===== config.mk =====
export PLATFORM = sky130hd
export DESIGN_NAME = gyro_median_angle_integrator
export DESIGN_NICKNAME = d
export VERILOG_FILES = /design/src/hw/rtl/gmai_pkg.sv /design/src/hw/rtl/gmai_front.sv /design/src/hw/rtl/gmai_queue.sv /design/src/hw/rtl/gmai_back.sv /design/src/hw/rtl/gyro_median_angle_integrator.sv
export VERILOG_INCLUDE_DIRS = /design/src /design/src/hw/rtl
export SDC_FILE = /design/constraint.sdc
export NUM_CORES = 2
export LEC_CHECK = 0
export BUFFER_PORTS_ARGS = -buffer_cell sky130_fd_sc_hd__clkbuf_2
export CORE_MARGIN = 1.5
export CORE_UTILIZATION = 60
export DETAILED_ROUTE_END_ITERATION = 8
export PLACE_DENSITY = 0.75
export SETUP_SLACK_MARGIN = 0.15
export SLEW_MARGIN = 10
export SYNTH_ARGS = -nofsm -noshare
export SYNTH_HDL_FRONTEND = slang
export SYNTH_SLANG_ARGS = --single-unit

===== constraint.sdc =====
create_clock -name clock -period 10.7 [get_ports clock]
set_clock_uncertainty 0.15 [all_clocks]
set_input_delay 1.07 -clock clock [delete_from_list [all_inputs] [get_ports clock]]
set_output_delay 1.07 -clock clock [all_outputs]
set_load 0.01 [all_outputs]

===== src/hw/rtl/gyro_median_angle_integrator_assert.svh =====
// Assertion macros shared by the gyro median angle integrator modules
`ifndef GYRO_MEDIAN_ANGLE_INTEGRATOR_ASSERT_SVH
`define GYRO_MEDIAN_ANGLE_INTEGRATOR_ASSERT_SVH

// Check a consequent in the same cycle as its antecedent
`define GMAI_ASSERT_NOW(label, clk, rst, ante, cons) \
   label: assert property (@(posedge clk) disable iff (rst) (ante) |-> (cons)) \
      else $error("gmai: same-cycle check failed");

// Check a consequent in the cycle after its antecedent
`define GMAI_ASSERT_NEXT(label, clk, rst, ante, cons) \
   label: assert property (@(posedge clk) disable iff (rst) (ante) |=> (cons)) \
      else $error("gmai: next-cycle check failed");

`endif


===== src/hw/rtl/gmai_pkg.sv =====
// Shared types and constants for the gyro median angle integrator
package gmai_pkg;

   localparam int GMAI_QUEUE_DEPTH = 2;

   localparam int SAMPLE_W = 16;
   localparam int SCALE_W  = 16;
   localparam int STEP_W   = 32;
   localparam int DRIFT_W  = 16;
   localparam int RATE_W   = 24;
   localparam int ANGLE_W  = 48;

   localparam int CSR_INDEX_W = 8;
   localparam int CSR_DATA_W  = 32;

   // register indexes
   localparam logic [CSR_INDEX_W-1:0] CSR_RATE_SCALE     = 8'd0;
   localparam logic [CSR_INDEX_W-1:0] CSR_TIME_STEP      = 8'd1;
   localparam logic [CSR_INDEX_W-1:0] CSR_DRIFT_PER_STEP = 8'd2;

   // register reset values
   localparam logic [SCALE_W-1:0] RATE_SCALE_RST     = 16'd17855;
   localparam logic [STEP_W-1:0]  TIME_STEP_RST      = 32'd4294967;
   localparam logic [DRIFT_W-1:0] DRIFT_PER_STEP_RST = 16'd7662;

   typedef struct packed {
      logic [SCALE_W-1:0] rate_scale;
      logic [STEP_W-1:0]  time_step;
      logic [DRIFT_W-1:0] drift_per_step;
   } gmai_cfg_type;

   // one word handed from the front to the back through the queue
   typedef struct packed {
      logic signed [SAMPLE_W-1:0] median;
      logic signed [RATE_W-1:0]   rate;
   } gmai_entry_type;

endpackage


===== src/hw/rtl/gmai_front.sv =====
// Front: sample history, median of three and rate scaling
module gmai_front
   import gmai_pkg::*;
(
   input  logic                       clock,
   input  logic                       reset,
   input  gmai_cfg_type               cfg,
   input  logic                       req_valid,
   output logic                       req_ready,
   input  logic signed [SAMPLE_W-1:0] req_raw_rate,
   output logic                       push_valid,
   input  logic                       push_ready,
   output gmai_entry_type             push_entry
);

   localparam int PROD_W = SAMPLE_W + SCALE_W + 1;

   logic signed [SAMPLE_W-1:0] hist0_ff, hist0_in;
   logic signed [SAMPLE_W-1:0] hist1_ff, hist1_in;
   logic                       s1_valid_ff, s1_valid_in;
   logic signed [SAMPLE_W-1:0] s1_med_ff, s1_med_in;
   logic                       s2_valid_ff, s2_valid_in;
   logic signed [SAMPLE_W-1:0] s2_med_ff, s2_med_in;
   logic signed [PROD_W-1:0]   s2_prod_ff, s2_prod_in;

   logic                       req_take;
   logic                       s1_move;
   logic signed [SAMPLE_W-1:0] lo, hi, med;
   logic signed [PROD_W:0]     rnd;

   // stall control
   assign s1_move   = s1_valid_ff && (!s2_valid_ff || push_ready);
   assign req_ready = !s1_valid_ff || s1_move;
   assign req_take  = req_valid && req_ready;

   // median of the two stored samples and the new one
   always_comb begin
      lo = (hist0_ff < hist1_ff) ? hist0_ff : hist1_ff;
      hi = (hist0_ff < hist1_ff) ? hist1_ff : hist0_ff;
      if (req_raw_rate <= lo) begin
         med = lo;
      end else if (req_raw_rate >= hi) begin
         med = hi;
      end else begin
         med = req_raw_rate;
      end
   end

   // advance history and the two front stages
   always_comb begin
      hist0_in    = req_take ? hist1_ff : hist0_ff;
      hist1_in    = req_take ? req_raw_rate : hist1_ff;
      s1_valid_in = req_take || (s1_valid_ff && !s1_move);
      s1_med_in   = req_take ? med : s1_med_ff;
      s2_valid_in = s1_move || (s2_valid_ff && !push_ready);
      s2_med_in   = s1_move ? s1_med_ff : s2_med_ff;
      s2_prod_in  = s1_move ? (s1_med_ff * $signed({1'b0, cfg.rate_scale})) : s2_prod_ff;
   end

   always_ff @(posedge clock) begin
      if (reset) begin
         hist0_ff    <= '0;
         hist1_ff    <= '0;
         s1_valid_ff <= 1'b0;
         s2_valid_ff <= 1'b0;
      end else begin
         hist0_ff    <= hist0_in;
         hist1_ff    <= hist1_in;
         s1_valid_ff <= s1_valid_in;
         s2_valid_ff <= s2_valid_in;
      end
      s1_med_ff  <= s1_med_in;
      s2_med_ff  <= s2_med_in;
      s2_prod_ff <= s2_prod_in;
   end

   // negate and round to Q8.16: (128 - p) >> 8, always fits 24 bits
   assign rnd = (PROD_W+1)'(128) - {s2_prod_ff[PROD_W-1], s2_prod_ff};

   assign push_valid        = s2_valid_ff;
   assign push_entry.median = s2_med_ff;
   assign push_entry.rate   = rnd[RATE_W+7:8];

endmodule


===== src/hw/rtl/gmai_queue.sv =====
// Short register queue between front and back
module gmai_queue
   import gmai_pkg::*;
#(
   parameter int DEPTH = GMAI_QUEUE_DEPTH
)
(
   input  logic           clock,
   input  logic           reset,
   input  logic           push_valid,
   output logic           push_ready,
   input  gmai_entry_type push_entry,
   output logic           pop_valid,
   input  logic           pop_ready,
   output gmai_entry_type pop_entry
);

`include "gyro_median_angle_integrator_assert.svh"

   localparam int PTR_W = (DEPTH > 1) ? $clog2(DEPTH) : 1;
   localparam int CNT_W = $clog2(DEPTH + 1);

   gmai_entry_type   mem_ff [DEPTH];
   logic [PTR_W-1:0] wr_ptr_ff, wr_ptr_in;
   logic [PTR_W-1:0] rd_ptr_ff, rd_ptr_in;
   logic [CNT_W-1:0] count_ff, count_in;
   logic             push, pop;

   assign push_ready = (count_ff != CNT_W'(DEPTH));
   assign pop_valid  = (count_ff != '0);
   assign push       = push_valid && push_ready;
   assign pop        = pop_valid && pop_ready;
   assign pop_entry  = mem_ff[rd_ptr_ff];

   // advance pointers with wrap and track fill
   always_comb begin
      wr_ptr_in = wr_ptr_ff;
      rd_ptr_in = rd_ptr_ff;
      if (push) begin
         wr_ptr_in = (wr_ptr_ff == PTR_W'(DEPTH - 1)) ? '0 : wr_ptr_ff + 1'b1;
      end
      if (pop) begin
         rd_ptr_in = (rd_ptr_ff == PTR_W'(DEPTH - 1)) ? '0 : rd_ptr_ff + 1'b1;
      end
      count_in = count_ff + CNT_W'(push) - CNT_W'(pop);
   end

   always_ff @(posedge clock) begin
      if (reset) begin
         wr_ptr_ff <= '0;
         rd_ptr_ff <= '0;
         count_ff  <= '0;
      end else begin
         wr_ptr_ff <= wr_ptr_in;
         rd_ptr_ff <= rd_ptr_in;
         count_ff  <= count_in;
      end
   end

   // store a word
   always_ff @(posedge clock) begin
      if (push) begin
         mem_ff[wr_ptr_ff] <= push_entry;
      end
   end

   `GMAI_ASSERT_NOW(a_q_count_bound, clock, reset, 1'b1, count_ff <= CNT_W'(DEPTH))
   `GMAI_ASSERT_NEXT(a_q_fill_up, clock, reset, push && !pop, count_ff == $past(count_ff) + 1'b1)
   `GMAI_ASSERT_NEXT(a_q_drain, clock, reset, pop && !push, count_ff == $past(count_ff) - 1'b1)

endmodule


===== src/hw/rtl/gmai_back.sv =====
// Back: rate times time step, drift correction and saturating angle accumulator
module gmai_back
   import gmai_pkg::*;
(
   input  logic                       clock,
   input  logic                       reset,
   input  gmai_cfg_type               cfg,
   input  logic                       pop_valid,
   output logic                       pop_ready,
   input  gmai_entry_type             pop_entry,
   output logic                       rsp_valid,
   input  logic                       rsp_ready,
   output logic signed [SAMPLE_W-1:0] rsp_filtered_rate,
   output logic signed [RATE_W-1:0]   rsp_angular_rate,
   output logic signed [ANGLE_W-1:0]  rsp_heading_angle,
   output logic                       rsp_angle_saturated
);

`include "gyro_median_angle_integrator_assert.svh"

   localparam int PROD_W = RATE_W + STEP_W + 1;
   localparam int INC_W  = PROD_W - 16;
   localparam int SUM_W  = ANGLE_W + 2;

   localparam logic [1:0] ST_IDLE = 2'd0;
   localparam logic [1:0] ST_MUL  = 2'd1;
   localparam logic [1:0] ST_RND  = 2'd2;
   localparam logic [1:0] ST_ACC  = 2'd3;

   localparam logic signed [ANGLE_W-1:0] ANGLE_MAX = {1'b0, {(ANGLE_W-1){1'b1}}};
   localparam logic signed [ANGLE_W-1:0] ANGLE_MIN = {1'b1, {(ANGLE_W-1){1'b0}}};

   logic [1:0]                 state_ff, state_in;
   logic signed [SAMPLE_W-1:0] med_ff, med_in;
   logic signed [RATE_W-1:0]   rate_ff, rate_in;
   logic signed [PROD_W-1:0]   prod_ff, prod_in;
   logic signed [INC_W-1:0]    inc_ff, inc_in;
   logic signed [ANGLE_W-1:0]  accum_ff, accum_in;
   logic                       rsp_valid_ff, rsp_valid_in;
   logic signed [SAMPLE_W-1:0] rsp_med_ff, rsp_med_in;
   logic signed [RATE_W-1:0]   rsp_rate_ff, rsp_rate_in;
   logic signed [ANGLE_W-1:0]  rsp_angle_ff, rsp_angle_in;
   logic                       rsp_sat_ff, rsp_sat_in;

   logic                       out_free;
   logic                       acc_done;
   logic signed [PROD_W-1:0]   prod_rnd;
   logic signed [SUM_W-1:0]    sum;
   logic                       over, under;
   logic signed [ANGLE_W-1:0]  clipped;

   assign pop_ready = (state_ff == ST_IDLE);
   assign out_free  = !rsp_valid_ff || rsp_ready;
   assign acc_done  = (state_ff == ST_ACC) && out_free;

   // round the Q.48 increment to Q.32
   assign prod_rnd = prod_ff + PROD_W'(32768);

   // add increment, subtract drift, clip to the 48-bit range
   always_comb begin
      sum = {{(SUM_W-ANGLE_W){accum_ff[ANGLE_W-1]}}, accum_ff}
          + {{(SUM_W-INC_W){inc_ff[INC_W-1]}}, inc_ff}
          - {{(SUM_W-DRIFT_W){1'b0}}, cfg.drift_per_step};
      over  = !sum[SUM_W-1] && (sum[SUM_W-2] || sum[SUM_W-3]);
      under = sum[SUM_W-1] && !(sum[SUM_W-2] && sum[SUM_W-3]);
      if (over) begin
         clipped = ANGLE_MAX;
      end else if (under) begin
         clipped = ANGLE_MIN;
      end else begin
         clipped = sum[ANGLE_W-1:0];
      end
   end

   // sequence one word through multiply, round and accumulate
   always_comb begin
      state_in     = state_ff;
      med_in       = med_ff;
      rate_in      = rate_ff;
      prod_in      = prod_ff;
      inc_in       = inc_ff;
      accum_in     = accum_ff;
      rsp_med_in   = rsp_med_ff;
      rsp_rate_in  = rsp_rate_ff;
      rsp_angle_in = rsp_angle_ff;
      rsp_sat_in   = rsp_sat_ff;
      rsp_valid_in = rsp_valid_ff && !rsp_ready;
      unique case (state_ff)
         ST_IDLE: begin
            if (pop_valid) begin
               med_in   = pop_entry.median;
               rate_in  = pop_entry.rate;
               state_in = ST_MUL;
            end
         end
         ST_MUL: begin
            prod_in  = rate_ff * $signed({1'b0, cfg.time_step});
            state_in = ST_RND;
         end
         ST_RND: begin
            inc_in   = prod_rnd[PROD_W-1:16];
            state_in = ST_ACC;
         end
         ST_ACC: begin
            if (out_free) begin
               accum_in     = clipped;
               rsp_med_in   = med_ff;
               rsp_rate_in  = rate_ff;
               rsp_angle_in = clipped;
               rsp_sat_in   = over || under;
               rsp_valid_in = 1'b1;
               state_in     = ST_IDLE;
            end
         end
         default: begin
            state_in = ST_IDLE;
         end
      endcase
   end

   always_ff @(posedge clock) begin
      if (reset) begin
         state_ff     <= ST_IDLE;
         accum_ff     <= '0;
         rsp_valid_ff <= 1'b0;
      end else begin
         state_ff     <= state_in;
         accum_ff     <= accum_in;
         rsp_valid_ff <= rsp_valid_in;
      end
      med_ff       <= med_in;
      rate_ff      <= rate_in;
      prod_ff      <= prod_in;
      inc_ff       <= inc_in;
      rsp_med_ff   <= rsp_med_in;
      rsp_rate_ff  <= rsp_rate_in;
      rsp_angle_ff <= rsp_angle_in;
      rsp_sat_ff   <= rsp_sat_in;
   end

   assign rsp_valid           = rsp_valid_ff;
   assign rsp_filtered_rate   = rsp_med_ff;
   assign rsp_angular_rate    = rsp_rate_ff;
   assign rsp_heading_angle   = rsp_angle_ff;
   assign rsp_angle_saturated = rsp_sat_ff;

   `GMAI_ASSERT_NOW(a_sat_at_limit, clock, reset, rsp_valid_ff && rsp_sat_ff, rsp_angle_ff == ANGLE_MAX || rsp_angle_ff == ANGLE_MIN)
   `GMAI_ASSERT_NEXT(a_acc_holds, clock, reset, state_ff == ST_ACC && !out_free, state_ff == ST_ACC && $stable(accum_ff))
   `GMAI_ASSERT_NEXT(a_pop_starts, clock, reset, state_ff == ST_IDLE && pop_valid, state_ff == ST_MUL)
   `GMAI_ASSERT_NEXT(a_acc_reports, clock, reset, acc_done, rsp_valid_ff && rsp_angle_ff == accum_ff)

endmodule


===== src/hw/rtl/gyro_median_angle_integrator.sv =====
// Top level: control registers, front, queue and back of the gyro angle integrator
//
//   channel  direction  handshake            payload
//   req_     in         req_valid/req_ready  req_raw_rate
//   rsp_     out        rsp_valid/rsp_ready  rsp_filtered_rate, rsp_angular_rate,
//                                            rsp_heading_angle, rsp_angle_saturated
//   csr_     in         csr_valid/csr_ready  csr_index, csr_wdata
//
// The front takes a word every cycle while the queue has room, into its two stages
// (median, scale multiply). The back steps each word through pop, rate times time
// step, rounding and accumulate, and pops no new word until the last is accumulated.
// Each word passes the front stages, queue and back sequencer to the output register.
// Reset clears sample history, accumulator and registers to their defaults.
// A stalled result holds in the output register; the queue lets the front run ahead.
module gyro_median_angle_integrator
   import gmai_pkg::*;
#(
   parameter int QUEUE_DEPTH = GMAI_QUEUE_DEPTH
)
(
   input  logic                       clock,
   input  logic                       reset,
   input  logic                       req_valid,
   output logic                       req_ready,
   input  logic signed [SAMPLE_W-1:0] req_raw_rate,
   output logic                       rsp_valid,
   input  logic                       rsp_ready,
   output logic signed [SAMPLE_W-1:0] rsp_filtered_rate,
   output logic signed [RATE_W-1:0]   rsp_angular_rate,
   output logic signed [ANGLE_W-1:0]  rsp_heading_angle,
   output logic                       rsp_angle_saturated,
   input  logic                       csr_valid,
   output logic                       csr_ready,
   input  logic [CSR_INDEX_W-1:0]     csr_index,
   input  logic [CSR_DATA_W-1:0]      csr_wdata
);

   gmai_cfg_type   cfg_ff, cfg_in;
   logic           push_valid, push_ready;
   gmai_entry_type push_entry;
   logic           pop_valid, pop_ready;
   gmai_entry_type pop_entry;

   assign csr_ready = 1'b1;

   // decode register writes, drop unknown indexes
   always_comb begin
      cfg_in = cfg_ff;
      if (csr_valid) begin
         unique case (csr_index)
            CSR_RATE_SCALE:     cfg_in.rate_scale     = csr_wdata[SCALE_W-1:0];
            CSR_TIME_STEP:      cfg_in.time_step      = csr_wdata[STEP_W-1:0];
            CSR_DRIFT_PER_STEP: cfg_in.drift_per_step = csr_wdata[DRIFT_W-1:0];
            default:            cfg_in = cfg_ff;
         endcase
      end
   end

   always_ff @(posedge clock) begin
      if (reset) begin
         cfg_ff.rate_scale     <= RATE_SCALE_RST;
         cfg_ff.time_step      <= TIME_STEP_RST;
         cfg_ff.drift_per_step <= DRIFT_PER_STEP_RST;
      end else begin
         cfg_ff <= cfg_in;
      end
   end

   gmai_front u_front (
      .clock        (clock),
      .reset        (reset),
      .cfg          (cfg_ff),
      .req_valid    (req_valid),
      .req_ready    (req_ready),
      .req_raw_rate (req_raw_rate),
      .push_valid   (push_valid),
      .push_ready   (push_ready),
      .push_entry   (push_entry)
   );

   gmai_queue #(
      .DEPTH (QUEUE_DEPTH)
   ) u_queue (
      .clock      (clock),
      .reset      (reset),
      .push_valid (push_valid),
      .push_ready (push_ready),
      .push_entry (push_entry),
      .pop_valid  (pop_valid),
      .pop_ready  (pop_ready),
      .pop_entry  (pop_entry)
   );

   gmai_back u_back (
      .clock               (clock),
      .reset               (reset),
      .cfg                 (cfg_ff),
      .pop_valid           (pop_valid),
      .pop_ready           (pop_ready),
      .pop_entry           (pop_entry),
      .rsp_valid           (rsp_valid),
      .rsp_ready           (rsp_ready),
      .rsp_filtered_rate   (rsp_filtered_rate),
      .rsp_angular_rate    (rsp_angular_rate),
      .rsp_heading_angle   (rsp_heading_angle),
      .rsp_angle_saturated (rsp_angle_saturated)
   );

endmodule


==> results.toml <==
[outcome]
status = "finished, final reports clean"

[synthesis]
synth_area_per_cell_um2 = 9.81
synth_cell_types = 92
ys_async_sr_fraction_pct = 0
synth_top_flop_cell = "edfxtp_1"
synth_edf_count = 356
ys_seq_elements = 509
synthCells = 5806
syn_nets = 7169
synth-seq-area-share_pct = 24.1
yosysWarnings = 0
synth_area_um2 = 57000

[cts]
post_cts_buffers = 0
htree_levels = 2
clockBufferDepth = 3
cts_buffers = 58
clk_latency_ns = 0.70
cts-root-buf = "clkbuf_16"
cts_sinks = 509
cts_tree = "built"
holdBufCountCts = 0
clk_pin_slew_ns = 0.06
cts_resized = 0

[floorplanning]
initial_core_util_pct = 60.8
pin_count = 153
num_rows = 112
core_um2 = 93700
dieHeight_um = 311
die_area_um2 = 96800
die_x_um = 311

[global_routing]
grt.overflow.total = 0
grt_max_degree = 80
grt_use_total_pct = 30.6
grt_pass1_wl_um = 232000
grt_pass1_vias = 42900
antenna_found_initial = 1

[setup_path]
r2r_end = "u_back.prod_ff[42]"
worstSetupStartpointType = "flop"
critPathSlowestCell = "edfxtp_1"
cp_top_family = "adder cells"
ff2ff_setup_slack_ns = 2.08
critPathCaptureType = "flop"
required_ns = 10.96
path_depth = 26
critical_path.most_common_cell = "fa_1"
path_buf_inv = 4
rr_worst_depth = 26
rr_startpoint = "u_back.rate_ff[0]"
cp.arrival_ns = 8.87
path_class = "reg -> reg"
cpPeakStageDelay_ns = 1.16
crit_fanout = 32

[route]
drc = 0
vias_per_cell = 5.70
avgRoutedWirePerCell_um = 20.2
drt_iter0_drc = 2996
first_pass_iters = 6
drt_wl_total_um = 144000
vias = 40600
postRouteAntennaNets = 0

[run]
maxCapViolCount = 0

[placement]
place.gp.congestion = 0.943
postPlaceCellArea_um2 = 58800
dp_hpwl_um = 108000
port_buffers = 151

[worst_hold_path]
hp-class = "reg -> reg"
hold_path_end = "u_back.rsp_filtered_rate[4]"
min_path_cells = 0
min-delay-start = "u_back.med_ff[4]"

[layout]
n_antenna_cell = 0
stdcell_area_um2 = 60800
drive_gt1_share_pct = 6.91
layout_commonest_cell = "inv_1"
final_nets = 7186
most-common-layout-cells = "inv_1, fa_1, nand2_1, and2_1, ha_1"
ff_latch_area_um2 = 13800
fillCellCount = 7440
postLayoutCoreUtil_pct = 64.8
area_growth_pct = 6.62
multiInputGateArea_um2 = 38400

[timing]
setup_tns_ns = 0
period_needed_ns = 8.62
setup-violations-final = 0
rsz0062_at_grt = "false"
fin_crit_sh_pct = 80.5
finalMaxSlewViolations = 0
relSlewSlack_pct = 12.2
final_hold_viol_count = 0
fmax_mhz = 116
worstMarginPinSlew_ns = 1.31
## worst reg2reg max path, stage by stage, from the launching register on
cell	delay (ns)
edfxtp_1	1.16
and2_1	0.29
fa_1	0.43
fa_1	0.55
inv_1	0.06
fa_1	0.47
fa_1	0.54
inv_1	0.05
fa_1	0.44
fa_1	0.53
inv_1	0.06
fa_1	0.47
inv_1	0.04
ha_1	0.31
a21o_1	0.20
a21o_1	0.17
a21oi_1	0.12
o21ai_0	0.13
o41ai_1	0.29
a21bo_2	0.30
a21bo_2	0.22
a21oi_1	0.26
o21ai_0	0.19
a21oi_1	0.33
o21ai_0	0.26
a21oi_1	0.23
xnor2_1	0.08
## kinds of logic (layout without fill, tap and decap cells)
kind of cell	Yosys count	count (layout)	share of synthesized area, %
AO/OA/AOI/OAI	605	605	7.28
XOR/XNOR	191	191	2.94
adder cells (fa/ha/maj)	1302	1302	39.8
buffers and inverters	1282	1349	8.56
flip-flops	509	509	24.1
multiplexers	51	51	0.986
other	1	1	0.00658
AND/OR/NAND/NOR	1865	1865	16.3
## synthesized netlist by cell type (all sizes together), types with 22 or more instances
library cell	instances	area share [%]
o21a	33	0.43
xnor2	134	2.1
dfxtp	153	5.4
nand3b	22	0.29
nand3	32	0.28
ha	449	9.9
a21o	62	0.82
a221o	43	0.76
nor2b	53	0.58
nand2b	90	0.99
nand2	792	5.2
clkbuf	231	1.5
fa	853	30
and2	511	5.6
nor2	191	1.3
nor3	43	0.43
a21oi	213	1.9
xor2	57	0.88
nand4	28	0.31
edfxtp	356	19
buf	23	0.27
inv	1027	6.8
a211oi	25	0.36
o21ai	75	0.66
and3	26	0.29
mux2	41	0.81
## state kept, by name, summed over array words and instances (netlist names), 16 cells and up
name,count
u_queue.mem_ff,80
cfg_ff,64
u_back.accum_ff,48
u_back.rsp_heading_angle,48
u_back.prod_ff,42
u_back.inc_ff,41
u_front.s2_prod_ff,32
u_back.rate_ff,24
u_back.rsp_angular_rate,24
u_back.med_ff,16
u_back.rsp_filtered_rate,16
u_front.hist0_ff,16
u_front.hist1_ff,16
u_front.s1_med_ff,16
u_front.s2_med_ff,16
## stage by stage
stage | setup slack, ns | hold WS, ns | std cells
2_1_floorplan | 3.16 | 0.250 | 5806
3_3_place_gp | 2.35 | 0.250 | 7016
3_5_place_dp | 2.22 | 0.255 | 7016
4_1_cts | 2.15 | 0.270 | 7126
5_1_grt | 1.61 | 0.269 | 7127
6_report | 2.08 | 0.269 | 7127
## how the worst max path moves through the flow
stage	startpoint	end	slack [ns]
floorplan	u_back.rate_ff[0]	u_back.prod_ff[42]	3.16
global placement	u_back.rate_ff[22]	u_back.prod_ff[42]	2.35
detailed placement	u_back.rate_ff[0]	u_back.prod_ff[42]	2.22
CTS	u_back.rate_ff[0]	u_back.prod_ff[42]	2.15
global route	u_back.rate_ff[0]	u_back.prod_ff[42]	1.61
finish	u_back.rate_ff[0]	u_back.prod_ff[42]	2.08
## cell type report
cell class | count | share of cell area [%]
clock buffer | 73 | 2.51
tap | 1254 | 2.58
multi-input combinational | 4015 | 63.3
inverter | 1028 | 6.36
clock inverter | 37 | 0.653
sequential | 509 | 22.6
timing repair buffer | 211 | 2.00
## per-layer routing
layer / track usage, % / up-vias / share of wire [%]
met5: 0 / - / 0
met4: 10.9 / 0 / 3.6
met3: 7.44 / 310 / 10
met2: 48.5 / 1795 / 45
met1: 41.1 / 20100 / 41
li1: - / 18400 / -
Power is left out: the tool's default activity adds up to more than one toggle a clock period on the data nets, which glitch-free logic cannot reach.
